[config.mk]
export PLATFORM = sky130hd
export DESIGN_NAME = utf8_byte_stream_decoder
export DESIGN_NICKNAME = d
export VERILOG_FILES = /design/src/rtl/core/u8d_pkg.sv /design/src/rtl/core/utf8_byte_stream_decoder.sv /design/src/rtl/core/u8d_step.sv /design/src/rtl/core/u8d_out_fifo.sv
export SDC_FILE = /design/constraint.sdc
export NUM_CORES = 1
export LEC_CHECK = 0
export BUFFER_PORTS_ARGS = -buffer_cell sky130_fd_sc_hd__buf_4
export CAP_MARGIN = 20
export CORE_AREA = 10 10 127 129
export DETAILED_ROUTE_END_ITERATION = 16
export DIE_AREA = 0 0 137 139
export GPL_ROUTABILITY_DRIVEN = 1
export HOLD_SLACK_MARGIN = 0.02
export RECOVER_POWER = 100
export SLEW_MARGIN = 20
export SYNTH_ARGS = -nofsm -noshare
export SYNTH_HDL_FRONTEND = slang
export SYNTH_SLANG_ARGS = --single-unit
export TNS_END_PERCENT = 1
[constraint.sdc]
create_clock -name clk -period 3.3 [get_ports clk]
set_input_delay 0.99 -clock clk [delete_from_list [all_inputs] [get_ports clk]]
set_output_delay 0.99 -clock clk [all_outputs]
set_load 0.1 [all_outputs]
[src/rtl/core/u8d_pkg.sv]
package u8d_pkg;

  localparam int unsigned CodeW   = 21;
  localparam int unsigned ByteW   = 8;
  localparam int unsigned StatusW = 3;

  localparam logic [CodeW-1:0] ReplacementReset = 21'h00FFFD;

  // Decode phase. The same encoding is reported as the result status.
  typedef enum logic [StatusW-1:0] {
    PH_START   = 3'd0,
    PH_ACCEPT  = 3'd1,
    PH_REJECT  = 3'd2,
    PH_EXPECT1 = 3'd3,
    PH_EXPECT2 = 3'd4,
    PH_EXPECT3 = 3'd5
  } phase_t;

  typedef enum logic {
    CMD_FEED  = 1'b0,
    CMD_RESET = 1'b1
  } command_t;

  typedef struct packed {
    logic [StatusW-1:0] status;
    logic [CodeW-1:0]   code_point;
  } out_item_t;

  typedef struct packed {
    phase_t           next_phase;
    logic [CodeW-1:0] next_partial;
    out_item_t        item;
  } step_res_t;

endpackage

[src/rtl/core/utf8_byte_stream_decoder.sv]
// Channel   | Ports                                   | Direction
// ----------+-----------------------------------------+----------
// input     | in_valid, in_ready, in_command,         | in
//           | in_data_byte                            |
// result    | out_valid, out_ready, out_status,       | out
//           | out_code_point                          |
// config    | cfg_we, cfg_wdata (replacement code)    | in
//
// Each request updates the decode phase and partial code point at the accepting edge, and
// its result goes into a two-entry output queue, so a request can be accepted on every
// cycle while the queue is not full. A result is offered once those ahead of it are taken.
// in_ready drops only while both queue entries hold results the receiver has not taken.
// Reset (synchronous, active low) returns the decoder to the start phase, clears the
// partial code point, empties the queue and loads the replacement code with U+FFFD.
module utf8_byte_stream_decoder
  import u8d_pkg::*;
(
  input  logic               clk,
  input  logic               rst_n,

  input  logic               in_valid,
  output logic               in_ready,
  input  logic               in_command,
  input  logic [ByteW-1:0]   in_data_byte,

  output logic               out_valid,
  input  logic               out_ready,
  output logic [StatusW-1:0] out_status,
  output logic [CodeW-1:0]   out_code_point,

  input  logic               cfg_we,
  input  logic [CodeW-1:0]   cfg_wdata
);

  phase_t           phase_r;
  phase_t           phase_nxt;
  logic [CodeW-1:0] partial_r;
  logic [CodeW-1:0] partial_nxt;
  logic [CodeW-1:0] replacement_r;
  logic [CodeW-1:0] replacement_nxt;
  step_res_t        step;
  out_item_t        head;
  logic             q_full;
  logic             accept;

  assign in_ready = !q_full;
  assign accept   = in_valid && in_ready;

  // Decode logic: next phase, next partial code point and the result for
  // the byte currently presented.
  u8d_step u_step (
    .phase       (phase_r),
    .partial     (partial_r),
    .replacement (replacement_r),
    .command     (in_command),
    .data_byte   (in_data_byte),
    .res         (step)
  );

  // State only advances when a request is actually taken.
  always_comb begin
    phase_nxt       = accept ? step.next_phase : phase_r;
    partial_nxt     = accept ? step.next_partial : partial_r;
    replacement_nxt = cfg_we ? cfg_wdata : replacement_r;
  end

  always_ff @(posedge clk) begin
    if (!rst_n) begin
      phase_r       <= PH_START;
      partial_r     <= '0;
      replacement_r <= ReplacementReset;
    end else begin
      phase_r       <= phase_nxt;
      partial_r     <= partial_nxt;
      replacement_r <= replacement_nxt;
    end
  end

  // Result queue decouples the two handshakes.
  u8d_out_fifo u_out_fifo (
    .clk       (clk),
    .rst_n     (rst_n),
    .push      (accept),
    .push_item (step.item),
    .full      (q_full),
    .out_valid (out_valid),
    .out_ready (out_ready),
    .out_item  (head)
  );

  assign out_status     = head.status;
  assign out_code_point = head.code_point;

endmodule

[src/rtl/core/u8d_step.sv]
module u8d_step
  import u8d_pkg::*;
(
  input  phase_t           phase,
  input  logic [CodeW-1:0] partial,
  input  logic [CodeW-1:0] replacement,
  input  logic             command,
  input  logic [ByteW-1:0] data_byte,
  output step_res_t        res
);

  phase_t           ph_nxt;
  logic [CodeW-1:0] part_nxt;
  logic             is_cont;

  assign is_cont = (data_byte[7:6] == 2'b10);

  always_comb begin
    ph_nxt   = phase;
    part_nxt = partial;
    if (command == CMD_RESET) begin
      ph_nxt = PH_START;
    end else begin
      case (phase)
        PH_START, PH_ACCEPT, PH_REJECT: begin
          // A new lead byte is expected here.
          if (data_byte == 8'hC0 || data_byte == 8'hC1) begin
            ph_nxt = PH_REJECT;
          end else if (data_byte[7] == 1'b0) begin
            part_nxt = {13'd0, data_byte};
            ph_nxt   = PH_ACCEPT;
          end else if (is_cont) begin
            ph_nxt = PH_START;
          end else if (data_byte[7:5] == 3'b110) begin
            part_nxt = {10'd0, data_byte[4:0], 6'd0};
            ph_nxt   = PH_EXPECT1;
          end else if (data_byte[7:4] == 4'b1110) begin
            part_nxt = {5'd0, data_byte[3:0], 12'd0};
            ph_nxt   = PH_EXPECT2;
          end else if (data_byte[7:3] == 5'b11110) begin
            part_nxt = {data_byte[2:0], 18'd0};
            ph_nxt   = PH_EXPECT3;
          end else begin
            ph_nxt = PH_REJECT;
          end
        end
        PH_EXPECT3: begin
          part_nxt = partial | {3'd0, data_byte[5:0], 12'd0};
          ph_nxt   = is_cont ? PH_EXPECT2 : PH_REJECT;
        end
        PH_EXPECT2: begin
          part_nxt = partial | {9'd0, data_byte[5:0], 6'd0};
          ph_nxt   = is_cont ? PH_EXPECT1 : PH_REJECT;
        end
        PH_EXPECT1: begin
          part_nxt = partial | {15'd0, data_byte[5:0]};
          ph_nxt   = is_cont ? PH_ACCEPT : PH_REJECT;
        end
        default: begin
          ph_nxt = PH_REJECT;
        end
      endcase
    end
  end

  always_comb begin
    res.next_phase      = ph_nxt;
    res.next_partial    = part_nxt;
    res.item.status     = ph_nxt;
    res.item.code_point = (ph_nxt == PH_ACCEPT) ? part_nxt : replacement;
  end

endmodule

[src/rtl/core/u8d_out_fifo.sv]
module u8d_out_fifo
  import u8d_pkg::*;
(
  input  logic      clk,
  input  logic      rst_n,
  input  logic      push,
  input  out_item_t push_item,
  output logic      full,
  output logic      out_valid,
  input  logic      out_ready,
  output out_item_t out_item
);

  out_item_t   slot_r [2];
  logic        wr_ptr_r;
  logic        wr_ptr_nxt;
  logic        rd_ptr_r;
  logic        rd_ptr_nxt;
  logic [1:0]  count_r;
  logic [1:0]  count_nxt;
  logic        pop;

  assign full      = (count_r == 2'd2);
  assign out_valid = (count_r != 2'd0);
  assign out_item  = slot_r[rd_ptr_r];
  assign pop       = out_valid && out_ready;

  always_comb begin
    wr_ptr_nxt = push ? ~wr_ptr_r : wr_ptr_r;
    rd_ptr_nxt = pop ? ~rd_ptr_r : rd_ptr_r;
    count_nxt  = count_r;
    if (push && !pop) begin
      count_nxt = count_r + 2'd1;
    end else if (pop && !push) begin
      count_nxt = count_r - 2'd1;
    end
  end

  always_ff @(posedge clk) begin
    if (!rst_n) begin
      wr_ptr_r <= 1'b0;
      rd_ptr_r <= 1'b0;
      count_r  <= 2'd0;
    end else begin
      wr_ptr_r <= wr_ptr_nxt;
      rd_ptr_r <= rd_ptr_nxt;
      count_r  <= count_nxt;
    end
  end

  always_ff @(posedge clk) begin
    if (push) begin
      slot_r[wr_ptr_r] <= push_item;
    end
  end

  // The occupancy never goes past the two slots.
  a_count_bound: assert property (@(posedge clk) disable iff (!rst_n)
    count_r != 2'd3)
    else $error("output queue count out of range");

  // Nothing is pushed into a full queue.
  a_no_overflow: assert property (@(posedge clk) disable iff (!rst_n)
    full |-> !push)
    else $error("push into full output queue");

  // Pointer distance always matches the occupancy, modulo two.
  a_ptr_count: assert property (@(posedge clk) disable iff (!rst_n)
    (wr_ptr_r ^ rd_ptr_r) == count_r[0])
    else $error("queue pointers disagree with count");

  // A push without a pop grows the queue by one request.
  a_push_grows: assert property (@(posedge clk) disable iff (!rst_n)
    (push && !pop) |=> (count_r == $past(count_r) + 2'd1))
    else $error("queue count did not grow on push");

endmodule
==> impl_metrics.ini, run 1 <==
[synth]
yosysWarnings = 0
synth_area_sq_um = 4700
synth-seq-cells = 98
synth.area.top_cells = edfxtp_1, dfxtp_1, mux2_2
postSynthAreaPerCell_sq_um = 10.8
async_reset_ff_frac = 0
synth_top_area_cell = edfxtp_1
yosys.area.top_type_share = 0.307
synth_ff_type = dfxtp_1
synth-edff-count = 48
synth.distinct_cells = 67
syn-num-nets = 470
syn_inst = 434
yosysSeqAreaShare = 0.520

[sta]
holdWs_ps = 464
setup_viol = 0
fin_skew_ps = 6.98
rsz0062_at_grt = no
relSlewSlack = -0.0953
fmax_ghz = 0.343
hold_viol = 0
finalCritPeriodShare = 0.884
final.min_clock_period_ps = 2920
tns_ps = 0
timing.final.ws_setup_ps = 383
drv_slew = 49
worst_pin_slew_ps = 1640

[critical_path]
worstPathMaxFanout = 16
max_stage_delay_ps = 620
cp_cell_sequence = buf_12, mux2_2, clkbuf_2
critPathBufInv = 2
required_ps = 2310
cp.arrival_ps = 1930
end_kind = primary output
crit_family = flip-flops
crit_type = flip-flop to primary output
startpoint_type = flip-flop
crit_slowest_cell = dfxtp_1

[power]
peakVddDrop_mv = 0.267
p_sw_mw = 1.74
sequentialPowerShare = 0.374
swShare = 0.427
leakagePower_nw = 2.11
comb_power_share = 0.390
p_per_area_nw_per_um2 = 740
p_int_mw = 2.34
clock_power_share = 0.236

[placed_design]
place_congestion = 0.889
dp_worst_setup_slack_ps = 236
portBuffers = 60
place_hpwl_mm = 8.68
dpl-instance-area_sq_um = 5360

[clock_network]
clk_pin_slew_ps = 70
cts.path.max_buffers = 2
ctsResizeCount = 0
cts_tree = done
clock-root-buffer = clkbuf_16
clock_latency_ps = 330
cts_sinks = 98
cts_buffers = 9
cts_setup_buffers = 0
cts-hold-fix-buffers = 0
cts_max_level = 3

[global_route]
grt_pass1_vias = 3580
grt.overflow.total = 0
grt_first_pass_wirelength_mm = 19.3
grt_max_degree = 27
antenna_found_initial = 0
grt_usage = 0.127

[drt]
wl_per_cell_um = 18.3
drt_wl_total_mm = 12.3
vias = 3571
drtAntennaViolNets = 0
dr.first_iter.drc_count = 320
drt-pass1-iter-count = 5
drcViolationCount = 0
vias_per_cell = 5.30

[finish]
area_growth_pct = 17.4
drive_gt1_frac = 0.235
num-nets-final = 525
design_area_sq_um = 5520
fillers = 1365
num_antenna_cells = 0

[floorplan]
fp.dieH_um = 139
core_area_sq_um = 13700
initial_utilization = 0.344
die_area_sq_um = 19000
row_count = 43
ioPinCount = 61
die_w_um = 137

[worst_hold_path]
hold_class = flip-flop to flip-flop

[status]
violations = capacitance limit, slew limit
outcome = finished, violations left

[run]
maxCapViolCount = 2
[kinds of logic after synthesis]
kind of cell,count (synthesis),synth area share
simple gates,122,0.127
flops,98,0.520
compound gates,93,0.143
mux,66,0.154
buf+inv,50,0.0458
xor+xnor,4,0.00746
fa+ha+maj,1,0.00266
[cells in the final DEF (no fill, tap or decap), types with 4 or more instances in the layout]
cell type,n
a211oi_1,4
a21oi_1,20
a22o_1,6
a22oi_1,7
and2_1,4
buf_4,42
clkbuf_1,11
clkbuf_16,9
clkbuf_2,23
dfxtp_1,50
edfxtp_1,48
inv_1,16
mux2_1,13
mux2_2,25
mux2i_1,28
nand2_1,37
nand3_1,8
nand3b_1,4
nand4_1,5
nor2_1,36
nor3_1,8
o211ai_1,4
o21ai_0,19
[worst min-delay path, delay by kind of cell, from the launching register on]
family	cells	cell delay (ps)
AOI/OAI and AO/OA	1	40
DFF	1	320
and+or+nand+nor	1	70
[worst paths after layout]
check,from,to,slack (ps),depth (start not counted)
setup / recovery,flip-flop,out_code_point[19],380,3
hold / removal,partial_r[16]$_SDFFE_PN0P_,partial_r[16]$_SDFFE_PN0P_,460,2
hold reg to reg,partial_r[16]$_SDFFE_PN0P_,partial_r[16]$_SDFFE_PN0P_,460,2
setup reg to reg,u_out_fifo.count_r[0]$_SDFFE_PN0P_,u_out_fifo.slot_r[0][8]$_DFFE_PP_,690,5
[cell type report]
class	instances	area, sq um	area share
clock buffer	11	243	0.0440
clock inverter	5	31.3	0.00567
inverter	17	63.8	0.0116
multi-input combinational	286	2010	0.365
sequential	98	2440	0.443
tap	180	225	0.0408
timing repair buffer	77	495	0.0898
[registers in the layout, summed over array words and instances (netlist names), named ones only]
register,count
partial_r,21
phase_r,3
replacement_r,21
u_out_fifo.count_r,2
u_out_fifo.rd_ptr_r,1
u_out_fifo.slot_r,48
u_out_fifo.wr_ptr_r,1
[per-stage QoR]
step	total power, mW	instances	utilization
5_1_grt	4.25	674	0.404
3_5_place_dp	3.25	658	0.393
4_1_cts	4.21	674	0.413
2_1_floorplan	2.84	434	-
6_report	4.08	674	0.404
3_3_place_gp	3.23	658	0.393
[synthesized netlist by cell type (all sizes together), types with 3 or more instances]
| master | number |
|---|---|
| a31oi | 3 |
| a22oi | 7 |
| nor2 | 36 |
| buf | 13 |
| a2111oi | 3 |
| or3 | 3 |
| mux2 | 38 |
| nor3 | 8 |
| and2 | 4 |
| dfxtp | 50 |
| edfxtp | 48 |
| nand3b | 4 |
| inv | 16 |
| a211oi | 5 |
| a22o | 6 |
| o211ai | 4 |
| nor4 | 3 |
| a221o | 3 |
| a21oi | 21 |
| nor2b | 4 |
| xor2 | 3 |
| clkbuf | 20 |
| mux2i | 28 |
| nand4 | 5 |
| and3 | 3 |
| o21ai | 19 |
| nand2 | 37 |
| nand3 | 8 |
[routing by layer]
metal / track usage / up-vias / wire length (um)
li1: - / 1705 / -
met1: 0.165 / 1741 / 5700
met2: 0.201 / 113 / 5780
met3: 0.0246 / 12 / 701
met4: 0.0477 / 0 / 151
met5: 0 / - / 0
[power by group through the flow]
stage	Clock, mW	Sequential (mW)	Combinational, mW
6_report	0.963	1.53	1.59
4_1_cts	0.983	1.52	1.70
5_1_grt	1.03	1.54	1.67
2_1_floorplan	0	1.51	1.33
3_3_place_gp	0	1.54	1.68
3_5_place_dp	0	1.55	1.70
(Power assumes the default switching activity.)
==> run 2: changes to the inputs <==
--- a/config.mk
+++ b/config.mk
@@ -7,9 +7,9 @@
 export LEC_CHECK = 0
 export BUFFER_PORTS_ARGS = -buffer_cell sky130_fd_sc_hd__buf_4
 export CAP_MARGIN = 20
-export CORE_AREA = 10 10 127 129
+export CORE_AREA = 10 10 114 116
 export DETAILED_ROUTE_END_ITERATION = 16
-export DIE_AREA = 0 0 137 139
+export DIE_AREA = 0 0 124 126
 export GPL_ROUTABILITY_DRIVEN = 1
 export HOLD_SLACK_MARGIN = 0.02
 export RECOVER_POWER = 100
==> run 2 against run 1 <==
  * Register-to-register slack lost 190 ps
  * Highest routed layer unchanged
  * Sequential power is essentially flat
  * Largest cell class unchanged
  * Final area shrank 3.1%
  * The run still ends with capacitance limit, slew limit left
  * Die area shrank 18%
  * Fmax grew 1.1%
==> impl_metrics.ini, run 2 (synthesized netlist as in run 1, its figures left out) <==
[drt]
wl_per_cell_um = 18.1
drt_wl_total_mm = 11.4
drt-pass1-iter-count = 4
drtAntennaViolNets = 0
vias = 3416
dr.first_iter.drc_count = 174
vias_per_cell = 5.42
drcViolationCount = 0

[finish]
num_antenna_cells = 0
final_cell_mix = dfxtp_1, edfxtp_1, buf_4
largest_reg_flops = 48
mostFrequentLayoutCell = dfxtp_1
drive_gt1_frac = 0.227
max_flop_register = u_out_fifo.slot_r
largestRegisters = u_out_fifo.slot_r (48), partial_r (21), replacement_r (21)
stdcell_count = 630
area_growth_pct = 13.8
num-nets-final = 521

[floorplan]
initial_utilization = 0.439
ioPinCount = 61
row_count = 38
die_w_um = 124
core_area_sq_um = 10700
die_area_sq_um = 15600
fp.dieH_um = 126

[critical_path]
timing.rr.end = u_out_fifo.slot_r[0][3]$_DFFE_PP_
worstPathMaxFanout = 19
startpoint_type = input port
r2r_cells = 6
crit_type = input port to flip-flop
r2r_slack_ps = 500
cp_cell_sequence = clkbuf_2, and3b_1, a221oi_1, nand2_1, buf_4, a22o_1, mux2_1
critPathBufInv = 2
required_ps = 3400
crit_family = compound AO/OA/AOI/OAI gates
cp.arrival_ps = 2980
reg2reg_from = phase_r[0]$_SDFFE_PN0P_
max_stage_delay_ps = 410
end_kind = flip-flop
crit_slowest_cell = a221oi_1

[worst_hold_path]
hold_start = partial_r[17]$_SDFFE_PN0P_
hold_end = partial_r[17]$_SDFFE_PN0P_
hold_depth = 2
hold_class = flip-flop to flip-flop

[global_route]
grt_pass1_vias = 3481
grt_first_pass_wirelength_mm = 18.6
grt_usage = 0.149
grt_max_degree = 29
grt.overflow.total = 0
antenna_found_initial = 0

[power]
leakagePower_nw = 2.06
p_per_area_nw_per_um2 = 717
peakVddDrop_mv = 0.393

[sta]
fin_skew_ps = 13.4
final.min_clock_period_ps = 2890
holdWs_ps = 479
finalCritPeriodShare = 0.875
drv_slew = 24
fmax_ghz = 0.346
relSlewSlack = -0.0677
rsz0062_at_grt = no
setup_viol = 0
hold_viol = 0
tns_ps = 0
worst_pin_slew_ps = 1600

[clock_network]
clock-root-buffer = clkbuf_8
cts_tree = done
cts-hold-fix-buffers = 0
cts.path.max_buffers = 2
cts_buffers = 9
clk_pin_slew_ps = 90
cts_setup_buffers = 0
clock_latency_ps = 370
cts_sinks = 98
ctsResizeCount = 0
cts_max_level = 3

[placed_design]
place_congestion = 0.903
place_hpwl_mm = 7.98
portBuffers = 60
dp_cells = 614

[status]
outcome = finished, violations left
violations = capacitance limit, slew limit

[run]
maxCapViolCount = 1
run 2: cell count changes in the layout (fill, tap and decap cells not counted), moves of 2 or more:
cell / previous run / this run
clkbuf_16: 9 / 0
buf_4: 42 / 39
clkbuf_8: 1 / 9
clkbuf_2: 23 / 25
run 2: how the worst max path moves through the flow:
stage / startpoint / depth (start not counted) / end / slack [ps]
floorplan: u_out_fifo.count_r[0]$_SDFFE_PN0P_ / 3 / u_out_fifo.slot_r[0][0]$_DFFE_PP_ / 250
global placement: in_data_byte[1] / 6 / u_out_fifo.slot_r[0][7]$_DFFE_PP_ / 310
detailed placement: in_data_byte[1] / 7 / u_out_fifo.slot_r[0][8]$_DFFE_PP_ / 290
CTS: in_data_byte[1] / 7 / u_out_fifo.slot_r[1][19]$_DFFE_PP_ / 680
global route: in_data_byte[7] / 7 / u_out_fifo.slot_r[0][3]$_DFFE_PP_ / 290
finish: in_data_byte[7] / 7 / u_out_fifo.slot_r[0][3]$_DFFE_PP_ / 410
run 2: area by class of cell:
type                    count  area, sq um
fillers                  1031         5350
flip-flops and latches     98         2440
multi-input cells         286         2010
repair buffers             73          472
well taps                 140          175
clock buffers              12          135
inverters                  17         63.8
clock inverters             4         45.0
run 2: power by group:
| part | total [mW] | switching, mW | internal [mW] | leakage (nW) |
|---|---|---|---|---|
| Sequential | 1.51 | 0.0643 | 1.45 | 0.856 |
| Clock | 0.740 | 0.392 | 0.348 | 0.0941 |
| Combinational | 1.58 | 1.23 | 0.352 | 1.11 |
run 2: worst min-delay path, delay by kind of cell, from the launching register on:
kind	cells	cell delay [ps]
simple gates	1	60
compound gates	1	60
flops	1	330
run 2: per-layer routing:
metal	track usage	wire, um	vias to the layer above
met1	0.203	5380	1649
met3	0.0331	588	7
li1	-	-	1693
met5	0	0	-
met4	0.0474	122	0
met2	0.229	5290	67
run 2: stage by stage:
stage	power (mW)	setup slack [ps]	utilization	cell area [sq um]
2_1_floorplan	2.84	255	-	4700
3_3_place_gp	3.21	311	0.494	5280
3_5_place_dp	3.23	288	0.494	5280
4_1_cts	3.96	677	0.511	5460
5_1_grt	4.01	287	0.500	5340
6_report	3.83	414	0.500	5340
==> run 3: changes to the inputs <==
--- a/config.mk
+++ b/config.mk
@@ -5,6 +5,7 @@
 export SDC_FILE = /design/constraint.sdc
 export NUM_CORES = 1
 export LEC_CHECK = 0
+export ABC_AREA = 1
 export BUFFER_PORTS_ARGS = -buffer_cell sky130_fd_sc_hd__buf_4
 export CAP_MARGIN = 20
 export CORE_AREA = 10 10 114 116
==> run 3 against run 2 <==
  * The run now ends clean
  * Fmax fell by 0.72%
  * Non-clock buffer count fell by 7
  * Flip-flop and latch count did not move
  * Critical path depth fell by 4
  * Clock-buffer cell count fell by 2
  * Final area rose by 0.82%
  * Synthesized cell count rose by 30%
  * Via count rose by 11%
  * Critical path type is now flip-flop to primary output
  * Critical endpoint is now out_code_point[14]
  * Largest cell class unchanged
  * Highest routed layer unchanged
==> impl_metrics.ini, run 3 <==
[critical_path]
reg2reg_from = u_out_fifo.count_r[0]$_SDFFE_PN0P_
crit_type = flip-flop to primary output
r2r_slack_ps = 720
required_ps = 2310
cp.arrival_ps = 1920
r2r_cells = 6
startpoint_type = flip-flop
end_kind = primary output
timing.rr.end = u_out_fifo.slot_r[1][23]$_DFFE_PP_
worstPathMaxFanout = 24

[drt]
dr.first_iter.drc_count = 176
drt_wl_total_mm = 12.2
drtAntennaViolNets = 0
drt-pass1-iter-count = 5
wl_per_cell_um = 16.0
vias_per_cell = 4.99
drcViolationCount = 0
vias = 3806

[sta]
setup_viol = 0
fin_skew_ps = 4.42
final.min_clock_period_ps = 2910
fmax_ghz = 0.344
rsz0062_at_grt = no
hold_viol = 0
drv_slew = 0
tns_ps = 0
finalCritPeriodShare = 0.881
worst_pin_slew_ps = 1490
holdWs_ps = 465
relSlewSlack = 0.00732
timing.final.ws_setup_ps = 393

[clock_network]
cts_setup_buffers = 0
cts_tree = done
clock_latency_ps = 350
cts_buffers = 9
clk_pin_slew_ps = 90
clock-root-buffer = clkbuf_8
cts_sinks = 98
cts_max_level = 3
cts-hold-fix-buffers = 0
cts.path.max_buffers = 2
ctsResizeCount = 0

[finish]
mostFrequentLayoutCell = nand2_1
num-nets-final = 653
num_antenna_cells = 0
multi_input_area_sq_um = 1870
largestRegisters = u_out_fifo.slot_r (48), partial_r (21), replacement_r (21)
ff_latch_area_sq_um = 2440
largest_reg_flops = 48
design_area_sq_um = 5390
fillers = 1088
drive_gt1_frac = 0.185
final_core_util = 0.504
max_flop_register = u_out_fifo.slot_r
area_growth_pct = 14.5
final_cell_mix = nand2_1, inv_1, buf_4

[synth]
synth_common_cells = nand2_1, inv_1, nor2_1
synth.area.top_cells = edfxtp_1, dfxtp_1, nand2_1
syn_inst = 563
postSynthAreaPerCell_sq_um = 8.36
synth-edff-count = 48
yosys.area.top_type_share = 0.306
synth_most_common_cell = nand2_1
synth_ff_type = dfxtp_1
synth_top_area_cell = edfxtp_1
async_reset_ff_frac = 0
synth-seq-cells = 98
synth.distinct_cells = 36
yosysWarnings = 0
syn-num-nets = 599
yosysSeqAreaShare = 0.519
synth_area_sq_um = 4710

[worst_hold_path]
hold_start = replacement_r[8]$_SDFFE_PN1P_
hold_depth = 2
hold_class = flip-flop to flip-flop
hold_end = replacement_r[8]$_SDFFE_PN1P_

[floorplan]
die_area_sq_um = 15600
fp.dieH_um = 126
initial_utilization = 0.440
core_area_sq_um = 10700
row_count = 38
die_w_um = 124
ioPinCount = 61

[run]
maxCapViolCount = 0

[status]
outcome = finished, final reports clean

[placed_design]
portBuffers = 60
place_hpwl_mm = 9.06
dpl-instance-area_sq_um = 5240
place_congestion = 0.906
dp_worst_setup_slack_ps = 477

[global_route]
grt_max_degree = 30
grt_pass1_vias = 3790
grt.overflow.total = 0
antenna_found_initial = 0
grt_first_pass_wirelength_mm = 19.3
grt_usage = 0.157

[power]
p_per_area_nw_per_um2 = 814
peakVddDrop_mv = 0.511
leakagePower_nw = 2.53
run 3: changes by cell type in the layout (fill, tap and decap cells not counted), sizes merged, moves of 5 or more:
cell / previous run / this run
nand2: 37 / 176
inv: 16 / 61
mux2i: 28 / 0
nand3: 8 / 36
o21ai: 19 / 47
clkbuf: 45 / 19
nor2: 36 / 59
buf: 40 / 57
mux2: 38 / 24
a22o: 6 / 0
a22oi: 7 / 1
nor3: 8 / 2
a211oi: 5 / 0
run 3: layout make-up:
type                    count  share of cell area
inverters                  63              0.0441
multi-input cells         379               0.347
well taps                 140              0.0325
flip-flops and latches     98               0.453
clock buffers              10              0.0237
clock inverters             6              0.0123
repair buffers             66              0.0869
run 3: logic make-up after synthesis:
kind of cell               after synthesis  share of synthesized area
and+or+nand+nor                        279                      0.250
DFF                                     98                      0.519
buffers and inverters                   86                     0.0808
AOI/OAI and AO/OA                       73                     0.0867
muxes                                   24                     0.0574
xor gates and xnor gates                 2                    0.00372
adders and majority gates                1                    0.00266
run 3: worst max path at each step:
stage	end	cells past startpoint	slack [ps]	from
CTS	out_code_point[14]	3	610	flip-flop
detailed placement	u_out_fifo.slot_r[1][2]$_DFFE_PP_	8	480	in_command
global placement	u_out_fifo.slot_r[0][2]$_DFFE_PP_	10	420	in_data_byte[5]
finish	out_code_point[14]	3	390	flip-flop
floorplan	u_out_fifo.slot_r[1][0]$_DFFE_PP_	5	230	u_out_fifo.count_r[0]$_SDFFE_PN0P_
global route	out_code_point[14]	3	280	flip-flop
run 3: per-layer routing:
| metal | wire length [um] | global-route usage | vias up | part of all wire |
|---|---|---|---|---|
| li1 | - | - | 1934 | - |
| met1 | 5330 | 0.195 | 1769 | 0.44 |
| met2 | 6070 | 0.265 | 87 | 0.50 |
| met3 | 610 | 0.0277 | 16 | 0.050 |
| met4 | 215 | 0.0542 | 0 | 0.018 |
| met5 | 0 | 0 | - | 0 |
run 3: worst max-delay path, stage by stage, from the launching register on:
cell,delay (ps)
dfxtp_1,320
clkbuf_2,540
mux2_2,450
buf_4,250
run 3: where the power goes:
part           switching [mW]  total, mW  leakage (nW)  internal (mW)
sequential             0.0859       1.61         0.860           1.53
clock                   0.411      0.765        0.0958          0.354
combinational            1.54       2.01          1.57          0.471
run 3: through the flow:
| stage | power, mW | cells |
|---|---|---|
| CTS | 4.46 | 762 |
| floorplan | 3.25 | 563 |
| global placement | 3.67 | 746 |
| finish | 4.39 | 762 |
| detailed placement | 3.69 | 746 |
| global route | 4.63 | 762 |
